===== src/hdl/b2d_pkg.sv =====
`timescale 1ns / 1ps
`default_nettype none

package b2d_pkg;

  // Width of the word that is converted; only the low WORD_WIDTH bits of the input are used.
  localparam int WORD_WIDTH = 64;

  // Decimal digits needed for the widest unsigned word (log10(2) ~ 0.30103).
  localparam int DIGITS = (WORD_WIDTH * 30103) / 100000 + 1;
  localparam int BCD_W  = DIGITS * 4;
  localparam int CNT_W  = (WORD_WIDTH > 1) ? $clog2(WORD_WIDTH) : 1;
  localparam int NDIG_W = $clog2(DIGITS + 1);

  // Characters.
  localparam logic [7:0] CHAR_ZERO  = 8'h30;
  localparam logic [7:0] CHAR_NINE  = 8'h39;
  localparam logic [7:0] CHAR_MINUS = 8'h2D;

  // Datapath actions selected by the control word.
  typedef enum logic [2:0] {
    ACT_LOAD,
    ACT_DABBLE,
    ACT_STRIP,
    ACT_SIGN,
    ACT_DIGIT
  } act_e;

  // Branch conditions tested by the sequencer.
  typedef enum logic [2:0] {
    COND_IN_ACC,
    COND_CNT_ZERO,
    COND_NO_LEAD,
    COND_SIGN_OK,
    COND_LAST_OUT
  } cond_e;

  typedef logic [2:0] step_t;

  // Program addresses.
  localparam step_t STEP_IDLE   = 3'd0;
  localparam step_t STEP_DABBLE = 3'd1;
  localparam step_t STEP_STRIP  = 3'd2;
  localparam step_t STEP_SIGN   = 3'd3;
  localparam step_t STEP_DIGIT  = 3'd4;

  // One control word: action, branch condition, target when true, target when false.
  typedef struct packed {
    act_e  act;
    cond_e cond;
    step_t jmp;
    step_t hold;
  } ctrl_t;

  // Status flags returned by the datapath.
  typedef struct packed {
    logic in_acc;
    logic cnt_zero;
    logic no_lead;
    logic sign_ok;
    logic last_out;
  } status_t;

  // Microprogram store.
  function automatic ctrl_t rom(input step_t addr);
    ctrl_t w;
    case (addr)
      STEP_IDLE:   w = '{act: ACT_LOAD,   cond: COND_IN_ACC,   jmp: STEP_DABBLE, hold: STEP_IDLE};
      STEP_DABBLE: w = '{act: ACT_DABBLE, cond: COND_CNT_ZERO, jmp: STEP_STRIP,  hold: STEP_DABBLE};
      STEP_STRIP:  w = '{act: ACT_STRIP,  cond: COND_NO_LEAD,  jmp: STEP_SIGN,   hold: STEP_STRIP};
      STEP_SIGN:   w = '{act: ACT_SIGN,   cond: COND_SIGN_OK,  jmp: STEP_DIGIT,  hold: STEP_SIGN};
      STEP_DIGIT:  w = '{act: ACT_DIGIT,  cond: COND_LAST_OUT, jmp: STEP_IDLE,   hold: STEP_DIGIT};
      default:     w = '{act: ACT_LOAD,   cond: COND_IN_ACC,   jmp: STEP_IDLE,   hold: STEP_IDLE};
    endcase
    return w;
  endfunction

endpackage

`default_nettype wire


===== src/hdl/b2d_seq.sv =====
`timescale 1ns / 1ps
`default_nettype none

module b2d_seq (
  input  wire              clk_i,
  input  wire              rst_ni,
  input  b2d_pkg::status_t status_i,
  output b2d_pkg::ctrl_t   ctrl_o
);

  b2d_pkg::step_t step_q, step_d;
  b2d_pkg::ctrl_t ctrl;
  logic           take;

  // Fetch the control word for the current step.
  assign ctrl   = b2d_pkg::rom(step_q);
  assign ctrl_o = ctrl;

  // Select the branch condition named by the control word.
  always_comb begin
    case (ctrl.cond)
      b2d_pkg::COND_IN_ACC:   take = status_i.in_acc;
      b2d_pkg::COND_CNT_ZERO: take = status_i.cnt_zero;
      b2d_pkg::COND_NO_LEAD:  take = status_i.no_lead;
      b2d_pkg::COND_SIGN_OK:  take = status_i.sign_ok;
      b2d_pkg::COND_LAST_OUT: take = status_i.last_out;
      default:                take = 1'b0;
    endcase
    step_d = take ? ctrl.jmp : ctrl.hold;
  end

  // Step counter.
  always_ff @(posedge clk_i or negedge rst_ni) begin
    if (!rst_ni) begin
      step_q <= b2d_pkg::STEP_IDLE;
    end else begin
      step_q <= step_d;
    end
  end

endmodule

`default_nettype wire


===== src/hdl/b2d_dp.sv =====
`timescale 1ns / 1ps
`default_nettype none

module b2d_dp (
  input  wire                                clk_i,
  input  wire                                rst_ni,
  input  b2d_pkg::ctrl_t                     ctrl_i,
  output b2d_pkg::status_t                   status_o,
  input  wire                                in_valid_i,
  output logic                               in_stall_o,
  input  wire  [63:0]                        value_bits_i,
  input  wire                                signed_mode_i,
  output logic                               out_valid_o,
  input  wire                                out_stall_i,
  output logic [7:0]                         ascii_char_o,
  output logic                               last_char_o
);

  localparam int W = b2d_pkg::WORD_WIDTH;
  localparam int B = b2d_pkg::BCD_W;

  logic [W-1:0]                  mag_q, mag_d;
  logic [B-1:0]                  bcd_q, bcd_d, bcd_adj;
  logic                          neg_q, neg_d;
  logic [b2d_pkg::CNT_W-1:0]     cnt_q, cnt_d;
  logic [b2d_pkg::NDIG_W-1:0]    ndig_q, ndig_d;
  logic                          out_valid_q, out_valid_d;
  logic [7:0]                    out_char_q, out_char_d;
  logic                          out_last_q, out_last_d;

  logic [W-1:0]                  word;
  logic                          word_neg;
  logic [3:0]                    top_digit;
  logic                          one_left;
  logic                          slot_free;
  logic                          in_acc;
  logic                          emit_last;

  assign word      = value_bits_i[W-1:0];
  assign word_neg  = signed_mode_i & word[W-1];
  assign top_digit = bcd_q[B-1 -: 4];
  assign one_left  = (ndig_q == b2d_pkg::NDIG_W'(1));
  assign slot_free = !out_valid_q || !out_stall_i;
  assign in_acc    = in_valid_i && (ctrl_i.act == b2d_pkg::ACT_LOAD);
  assign emit_last = (ctrl_i.act == b2d_pkg::ACT_DIGIT) && slot_free && one_left;

  // Input is taken only while the program waits at its load step.
  assign in_stall_o = (ctrl_i.act != b2d_pkg::ACT_LOAD);

  // Status flags for the sequencer's branches.
  assign status_o.in_acc   = in_acc;
  assign status_o.cnt_zero = (cnt_q == '0);
  assign status_o.no_lead  = (top_digit != 4'd0) || one_left;
  assign status_o.sign_ok  = !neg_q || slot_free;
  assign status_o.last_out = slot_free && one_left;

  // Add three to every BCD digit of five or more before the shift.
  always_comb begin
    for (int i = 0; i < b2d_pkg::DIGITS; i++) begin
      if (bcd_q[i*4 +: 4] >= 4'd5) begin
        bcd_adj[i*4 +: 4] = bcd_q[i*4 +: 4] + 4'd3;
      end else begin
        bcd_adj[i*4 +: 4] = bcd_q[i*4 +: 4];
      end
    end
  end

  // Datapath actions.
  always_comb begin
    mag_d       = mag_q;
    bcd_d       = bcd_q;
    neg_d       = neg_q;
    cnt_d       = cnt_q;
    ndig_d      = ndig_q;
    out_char_d  = out_char_q;
    out_last_d  = out_last_q;
    out_valid_d = out_valid_q && out_stall_i;
    case (ctrl_i.act)
      b2d_pkg::ACT_LOAD: begin
        if (in_acc) begin
          neg_d  = word_neg;
          mag_d  = word_neg ? (~word + W'(1)) : word;
          bcd_d  = '0;
          cnt_d  = b2d_pkg::CNT_W'(W - 1);
          ndig_d = b2d_pkg::NDIG_W'(b2d_pkg::DIGITS);
        end
      end
      b2d_pkg::ACT_DABBLE: begin
        bcd_d = {bcd_adj[B-2:0], mag_q[W-1]};
        mag_d = {mag_q[W-2:0], 1'b0};
        cnt_d = cnt_q - b2d_pkg::CNT_W'(1);
      end
      b2d_pkg::ACT_STRIP: begin
        if ((top_digit == 4'd0) && !one_left) begin
          bcd_d  = {bcd_q[B-5:0], 4'd0};
          ndig_d = ndig_q - b2d_pkg::NDIG_W'(1);
        end
      end
      b2d_pkg::ACT_SIGN: begin
        if (neg_q && slot_free) begin
          out_valid_d = 1'b1;
          out_char_d  = b2d_pkg::CHAR_MINUS;
          out_last_d  = 1'b0;
        end
      end
      b2d_pkg::ACT_DIGIT: begin
        if (slot_free) begin
          out_valid_d = 1'b1;
          out_char_d  = b2d_pkg::CHAR_ZERO + {4'd0, top_digit};
          out_last_d  = one_left;
          bcd_d       = {bcd_q[B-5:0], 4'd0};
          ndig_d      = ndig_q - b2d_pkg::NDIG_W'(1);
        end
      end
      default: begin
        out_valid_d = out_valid_q && out_stall_i;
      end
    endcase
  end

  // Control state.
  always_ff @(posedge clk_i or negedge rst_ni) begin
    if (!rst_ni) begin
      out_valid_q <= 1'b0;
    end else begin
      out_valid_q <= out_valid_d;
    end
  end

  // Payload registers.
  always_ff @(posedge clk_i) begin
    mag_q      <= mag_d;
    bcd_q      <= bcd_d;
    neg_q      <= neg_d;
    cnt_q      <= cnt_d;
    ndig_q     <= ndig_d;
    out_char_q <= out_char_d;
    out_last_q <= out_last_d;
  end

  assign out_valid_o  = out_valid_q;
  assign ascii_char_o = out_char_q;
  assign last_char_o  = out_last_q;

  // A delivered character is a minus sign or a decimal digit.
  a_char_legal: assert property (@(posedge clk_i) disable iff (!rst_ni)
    out_valid_o |-> (ascii_char_o == b2d_pkg::CHAR_MINUS) ||
                    ((ascii_char_o >= b2d_pkg::CHAR_ZERO) && (ascii_char_o <= b2d_pkg::CHAR_NINE)))
    else $error("b2d_dp: illegal character on output");

  // The minus sign is never the final character.
  a_minus_not_last: assert property (@(posedge clk_i) disable iff (!rst_ni)
    (out_valid_o && (ascii_char_o == b2d_pkg::CHAR_MINUS)) |-> !last_char_o)
    else $error("b2d_dp: minus marked as last");

  // After the final digit is issued the program is back at its load step.
  a_last_returns: assert property (@(posedge clk_i) disable iff (!rst_ni)
    emit_last |=> (ctrl_i.act == b2d_pkg::ACT_LOAD) && out_valid_o && last_char_o)
    else $error("b2d_dp: sequencer did not return after last digit");

  // A new item starts with a cleared BCD accumulator.
  a_load_clears: assert property (@(posedge clk_i) disable iff (!rst_ni)
    in_acc |=> (bcd_q == '0) && (ctrl_i.act == b2d_pkg::ACT_DABBLE))
    else $error("b2d_dp: load did not clear accumulator");

endmodule

`default_nettype wire


===== src/hdl/binary_to_decimal_ascii.sv =====
// Converts one 64-bit word, read as unsigned or as two's complement according to
// signed_mode_i, into decimal ASCII text delivered one character per output item, most
// significant first, with a leading '-' for negative signed values and last_char_o set on
// the final digit; zero gives the single character '0' and the most negative signed value
// prints its full magnitude. A small microprogram steps a shift-add-3 (double dabble) unit
// once per input bit, then strips leading zero digits, then emits the sign and digits.
// The minus sign is issued within the sign step. The BCD conversion loop shifts one bit
// per cycle. One item is in work at a time; the next is accepted once the last character
// of the previous one sits in the output register.
`timescale 1ns / 1ps
`default_nettype none

module binary_to_decimal_ascii (
  input  wire         clk_i,
  input  wire         rst_ni,
  input  wire         in_valid_i,
  output logic        in_stall_o,
  input  wire  [63:0] value_bits_i,
  input  wire         signed_mode_i,
  output logic        out_valid_o,
  input  wire         out_stall_i,
  output logic [7:0]  ascii_char_o,
  output logic        last_char_o
);

  b2d_pkg::ctrl_t   ctrl;
  b2d_pkg::status_t status;

  // Microprogram sequencer.
  b2d_seq u_seq (
    .clk_i    (clk_i),
    .rst_ni   (rst_ni),
    .status_i (status),
    .ctrl_o   (ctrl)
  );

  // Conversion datapath and output register.
  b2d_dp u_dp (
    .clk_i         (clk_i),
    .rst_ni        (rst_ni),
    .ctrl_i        (ctrl),
    .status_o      (status),
    .in_valid_i    (in_valid_i),
    .in_stall_o    (in_stall_o),
    .value_bits_i  (value_bits_i),
    .signed_mode_i (signed_mode_i),
    .out_valid_o   (out_valid_o),
    .out_stall_i   (out_stall_i),
    .ascii_char_o  (ascii_char_o),
    .last_char_o   (last_char_o)
  );

endmodule

`default_nettype wire

===== config.mk =====
export PLATFORM = sky130hd
export DESIGN_NAME = binary_to_decimal_ascii
export DESIGN_NICKNAME = d
export VERILOG_FILES = /design/src/hdl/b2d_pkg.sv /design/src/hdl/b2d_seq.sv /design/src/hdl/b2d_dp.sv /design/src/hdl/binary_to_decimal_ascii.sv
export SDC_FILE = /design/constraint.sdc
export NUM_CORES = 1
export LEC_CHECK = 0
export ABC_AREA = 1
export BUFFER_PORTS_ARGS = -buffer_cell sky130_fd_sc_hd__buf_2
export CORE_MARGIN = 8
export CORE_UTILIZATION = 60
export CTS_BUF_LIST = sky130_fd_sc_hd__clkbuf_16
export DETAILED_ROUTE_END_ITERATION = 10
export MAX_ROUTING_LAYER = met4
export PLACE_DENSITY = 0.79
export SYNTH_ARGS = -nofsm -noshare
export SYNTH_HDL_FRONTEND = slang
export SYNTH_SLANG_ARGS = --single-unit

===== constraint.sdc =====
create_clock -name clk_i -period 5.6 [get_ports clk_i]
set_input_delay 0.28 -clock clk_i [delete_from_list [all_inputs] [get_ports clk_i]]
set_output_delay 0.28 -clock clk_i [all_outputs]
set_load 0.01 [all_outputs]

# --- After elaboration in Yosys (flattened, before gate mapping) ---
# Cells that the tools add are included.
totals:
  register_bits: 169
  word_cells: 145
  output_inout_bits: 11
  input_bits: 69
op_classes:
  eq_ne: 17
  order_cmp: 20
  n_mux: 45
  bitwise_logic: 2
  add_sub_neg: 24
  reduce_logical: 28
ops:
  columns: ["operator", "n"]
  rows:
  - ["$pmux W80 S4", 1]
  - ["$mux W80", 3]
  - ["$mux W64", 2]
  - ["$pmux W64 S2", 1]
  - ["$ge A4 B3 Y1 const B", 20]
  - ["$add A4 B2 Y4 const B", 19]
  - ["$mux W4", 19]
  - ["$add A64 B1 Y64 const B", 1]
  - ["$not A64 Y64", 1]
  - ["$pmux W12 S5", 1]
  - ["$eq A3 B2 Y1 const B", 6]
  - ["$mux W8", 2]
  - ["$pmux W8 S2", 1]
  - ["$mux W5", 3]
  - ["$pmux W5 S3", 1]
  - ["$pmux W6 S2", 1]
  - ["$eq A3 B1 Y1 const B", 3]
  - ["$eq A3 B3 Y1 const B", 3]
  - ["$logic_not A3 Y1", 3]
  - ["$ne A2 B1 Y1 const B", 4]
  - ["$reduce_and A4 Y1", 2]
  - ["$reduce_bool A4 Y1", 2]
  - ["$add A6 B4 Y7 const A", 1]
  - ["$logic_not A6 Y1", 1]
  - ["other kinds (18)", 35]

# --- Logic depth before layout (Yosys ltp) ---
depth:
  ltp_word: 6
  depth_mapped: 12
  depth_no_buf: 12

# --- Cells and area by module ---
# A second synthesis with hierarchy kept.
hier_totals:
  cells_unflattened: 1422
  hier_area_um2: 11332.1
modules_own_cells:
  columns: ["mod", "seq_area_each_um2", "cells_each", "area_per_inst_um2", "instances"]
  rows:
  - ["b2d_dp", 4889.7, 1364, 10971.8, 1]
  - ["b2d_seq", 75.1, 58, 360.3, 1]

# --- Worst setup path after synthesis ---
# Ideal clock, no wire load.
synth_path:
  path_type: "reg-to-reg"
  startpoint: "register u_dp.ndig_q[0] (netlist bit)"
  endpoint: "register u_dp.bcd_q[0], enable pin"
  required_time_ns: 5.081
  setup_ns: 0.519
  stages_incl_launch_ff: 7
  n_path_buf: 0
  synth_period_minus_slack_ns: 4.846
  arrival_time_ns: 4.327
  setup_slack_ns: 0.754
  cell_sequence: "edfxtp_1 ha_1 nand3_1 nand4_1 nand2_1 o221ai_1 nor2_1"
synth_via:
  elab_chain_cells: 5
synth_rtl:
  columns: ["element", "line", "source"]
  rows:
  - ["start: declaration", "b2d_dp.sv:26", "logic [b2d_pkg::NDIG_W-1:0] ndig_q, ndig_d;"]
  - ["start signal: assignment", "b2d_dp.sv:136", "ndig_q <= ndig_d;"]
  - ["$eq A5 B1 Y1", "b2d_dp.sv:42", "assign one_left = (ndig_q == b2d_pkg::NDIG_W'(1));"]
  - ["$logic_not A1 Y1", "b2d_dp.sv:94", "if ((top_digit == 4'd0) && !one_left) begin"]
  - ["$logic_and A1 B1 Y1", "b2d_dp.sv:94", null]
  - ["$ne A2 B1 Y1 (no line)", null, null]
  - ["$reduce_and A4 Y1 (no line)", null, null]
  - ["end signal: assignment", "b2d_dp.sv:133", "bcd_q <= bcd_d;"]
  - ["end: declaration", "b2d_dp.sv:23", "logic [B-1:0] bcd_q, bcd_d, bcd_adj;"]
# Every way passes these cells.
# A chain may end at the register's enable or synchronous reset.

# --- Worst setup path after layout ---
layout_path:
  startpoint: "register u_dp.ndig_q[0] (netlist bit)"
  endpoint: "register u_dp.bcd_q[35], enable pin"
# The elaborated chain is that of the path after synthesis.

==> flow_metrics.env <==
export IMPL_outcome="completed"
export IMPL_globalplace_congestion=0.979
export IMPL_fp_row_count=50
export IMPL_power_leakage_nw=5.15
export IMPL_worst_pin_slew_ps=839
export IMPL_multi_input_area_sq_um=5410
export IMPL_cp_data_arrival_time_ps=2980
export IMPL_die_area_sq_um=23300
export IMPL_port_buffers=76
export IMPL_drcViolationCount=0
export IMPL_cp_slowest_cell="buf_4"
export IMPL_synthFlopType="edfxtp_1"
export IMPL_grt_pass1_vias=9261
export IMPL_die_w_um=153
export IMPL_numCtsBuffers=17
export IMPL_clockBufferDepth=2
export IMPL_ant_nets=0
export IMPL_ir_worst_vdd_v=0.000627
export IMPL_path_buf_inv=1
export IMPL_final_common_cell="nand2_1"
export IMPL_yosysWarnings=0
export IMPL_p_per_area_nw_per_um2=542
export IMPL_report_final_hold_viol_count=0
export IMPL_critPathMaxFanout=52
export IMPL_worst_setup_path_start_kind="flop"
export IMPL_fillers=1529
export IMPL_fin_worst_skew_ps=7.82
export IMPL_via_per_inst=5.64
export IMPL_r2r_start="u_dp.ndig_q[0]"
export IMPL_crit_family="simple AND/OR/NAND/NOR gates"
export IMPL_synth_edf_count=162
export IMPL_holdWs_ps=123
export IMPL_max_stage_delay_ps=680
export IMPL_ios=80
export IMPL_wire_per_inst_um=15.5
export IMPL_ctsResizeCount=0
export IMPL_antenna_cells=0
export IMPL_finalNonFillerCells=1688
export IMPL_synth_seq_cells=166
export IMPL_drtIter0Drc=858
export IMPL_syn_area_per_cell_sq_um=8.12
export IMPL_nNetsFinal=1556
export IMPL_grt_start_max_net_pins=89
export IMPL_drive_gt1_share_pct=13.1
export IMPL_worstSetupPathType="reg -> reg"
export IMPL_min_path_type="in -> reg"
export IMPL_wl_mm=26.2
export IMPL_setup_viol=0
export IMPL_area_growth_pct=10.3
export IMPL_synth_largest_area_cell="edfxtp_1"
export IMPL_route_vias_total=9521
export IMPL_first_pass_iters=6
export IMPL_netlist_area_leader_share_pct=43.5
export IMPL_cts_max_level=4
export IMPL_holdCritStartpoint="value_bits_i[0]"
export IMPL_fin_crit_sh_pct=52.1
export IMPL_end_kind="flop"
export IMPL_power_total_mw=6.68
export IMPL_tns_ps=0
export IMPL_placedCellCount=1655
export IMPL_worstPathRequired_ps=5660
export IMPL_postSynthCellCount=1379
export IMPL_ys_types=46
export IMPL_grt_pass1_wl_mm=43.8
export IMPL_seq_area_sq_um=4960
export IMPL_cts_clk_slew_worst_paths_ps=70
export IMPL_rsz0062_at_grt="no"
export IMPL_maxCapViolCount=0
export IMPL_core_area_sq_um=18500
export IMPL_seq_area_frac_synth_pct=44.4
export IMPL_initial_core_util_pct=60.4
export IMPL_finish_utilization_pct=66.6
export IMPL_final_cell_mix="351 x nand2_1, 162 x edfxtp_1, 153 x inv_1, 148 x nor2_1, 121 x o21ai_0"
export IMPL_cts_sinks=166
export IMPL_slew_headroom_pct=44.1
export IMPL_root_buffer="clkbuf_16"
export IMPL_synthArstFlopShare_pct=2.41
export IMPL_synth_area_sq_um=11200
export IMPL_crit_start="u_dp.ndig_q[0]"
export IMPL_fmax_mhz=343
export IMPL_cp_cell_sequence="ha_1 -> nand3_1 -> nand4_1 -> nand2_1 -> o221ai_1 -> nor2_4 -> buf_4"
export IMPL_grt_overflow=0
export IMPL_fp_dieH_um=153
export IMPL_slew_viol_final=0
export IMPL_synth_area_leaders="edfxtp_1 43%, nand2_1 12%, o21ai_0 5.4%"
export IMPL_fin_crit_ps=2920
export IMPL_cts_tree="yes"
export IMPL_track_usage_pct=23.3
export IMPL_insertion_delay_ps=430
export IMPL_dp_hpwl_mm=18.6
export IMPL_antenna_found_initial=0
synth_stat cells (11+ instances only):
library cell,number
nand4_1,23
xor2_1,32
buf_2,18
o32ai_1,17
xnor2_1,12
o21ai_0,121
ha_1,46
o21ai_1,25
nand2_1,353
nand3_1,111
inv_1,153
nand3b_1,11
edfxtp_1,162
o22ai_1,21
nor2_1,149
or2_2,19
through the flow:
step | instance area, sq um | setup WS, ps
finish | 12300 | 2680
global route | 12300 | 2480
CTS | 12300 | 2660
detailed placement | 11700 | 2700
global placement | 11700 | 2740
floorplan | 11200 | 754
power by group:
part	internal, mW	switching, mW
registers	2.36	0.300
logic	0.822	1.91
clock network	0.760	0.538
total	3.94	2.75
area by class of cell:
type,instances,area share [%]
Clock inverter,15,1.74
Sequential cell,166,40.2
Timing Repair Buffer,82,3.47
Multi-Input combinational cell,1015,43.8
Inverter,159,4.92
Tap cell,234,2.37
Clock buffer,17,3.45
path summary, 6_finish.rpt:
kind / end / slack, ps / depth (start not counted)
hold / removal: u_dp.mag_q[0] / 120 / 3
hold reg to reg: u_dp.mag_q[62] / 520 / 2
setup reg to reg: u_dp.bcd_q[35] / 2680 / 7
max in group asynchronous: u_seq.step_q[0] / 5290 / 2
min in group asynchronous: u_dp.out_valid_o / 200 / 2
setup / recovery: u_dp.bcd_q[35] / 2680 / 7
kinds of logic (layout without fill, tap and decap cells):
group,after synthesis,count (layout),share of synthesized area (%)
fa+ha+maj,46,46,5.14
flops,166,166,44.4
simple gates,713,713,28.6
xor+xnor,44,44,3.44
compound gates,209,209,10.9
buf+inv,199,273,7.48
other cells,2,3,0.0671
flip-flops by register name, summed over array words and instances, names as in the netlist:
signal and cells:
u_dp.out_valid_o 1, u_dp.ndig_q 5, u_dp.neg_q 1, u_dp.cnt_q 6, u_dp.last_char_o 1, u_dp.bcd_q 80
u_seq.step_q 3, u_dp.mag_q 64, u_dp.ascii_char_o 5
tightest hold or removal path, delay by kind of cell:
| kind | cells | cell delay, ps |
|---|---|---|
| buffers and inverters | 2 | 130 |
| and+or+nand+nor | 1 | 50 |
metal layers:
layer	GRT usage, %	share of wire [%]	vias up
li1	-	-	4741
met1	29.8	44	4439
met2	38.0	48	298
met3	3.63	5.4	43
met4	6.55	2.0	0
met5	-	0	-
repair_timing:
item,in CTS,in global routing
endpoints found under the hold margin,4,0
hold buffers,1,0
setup buffers,0,0
Power figures use the tool's default switching activity.
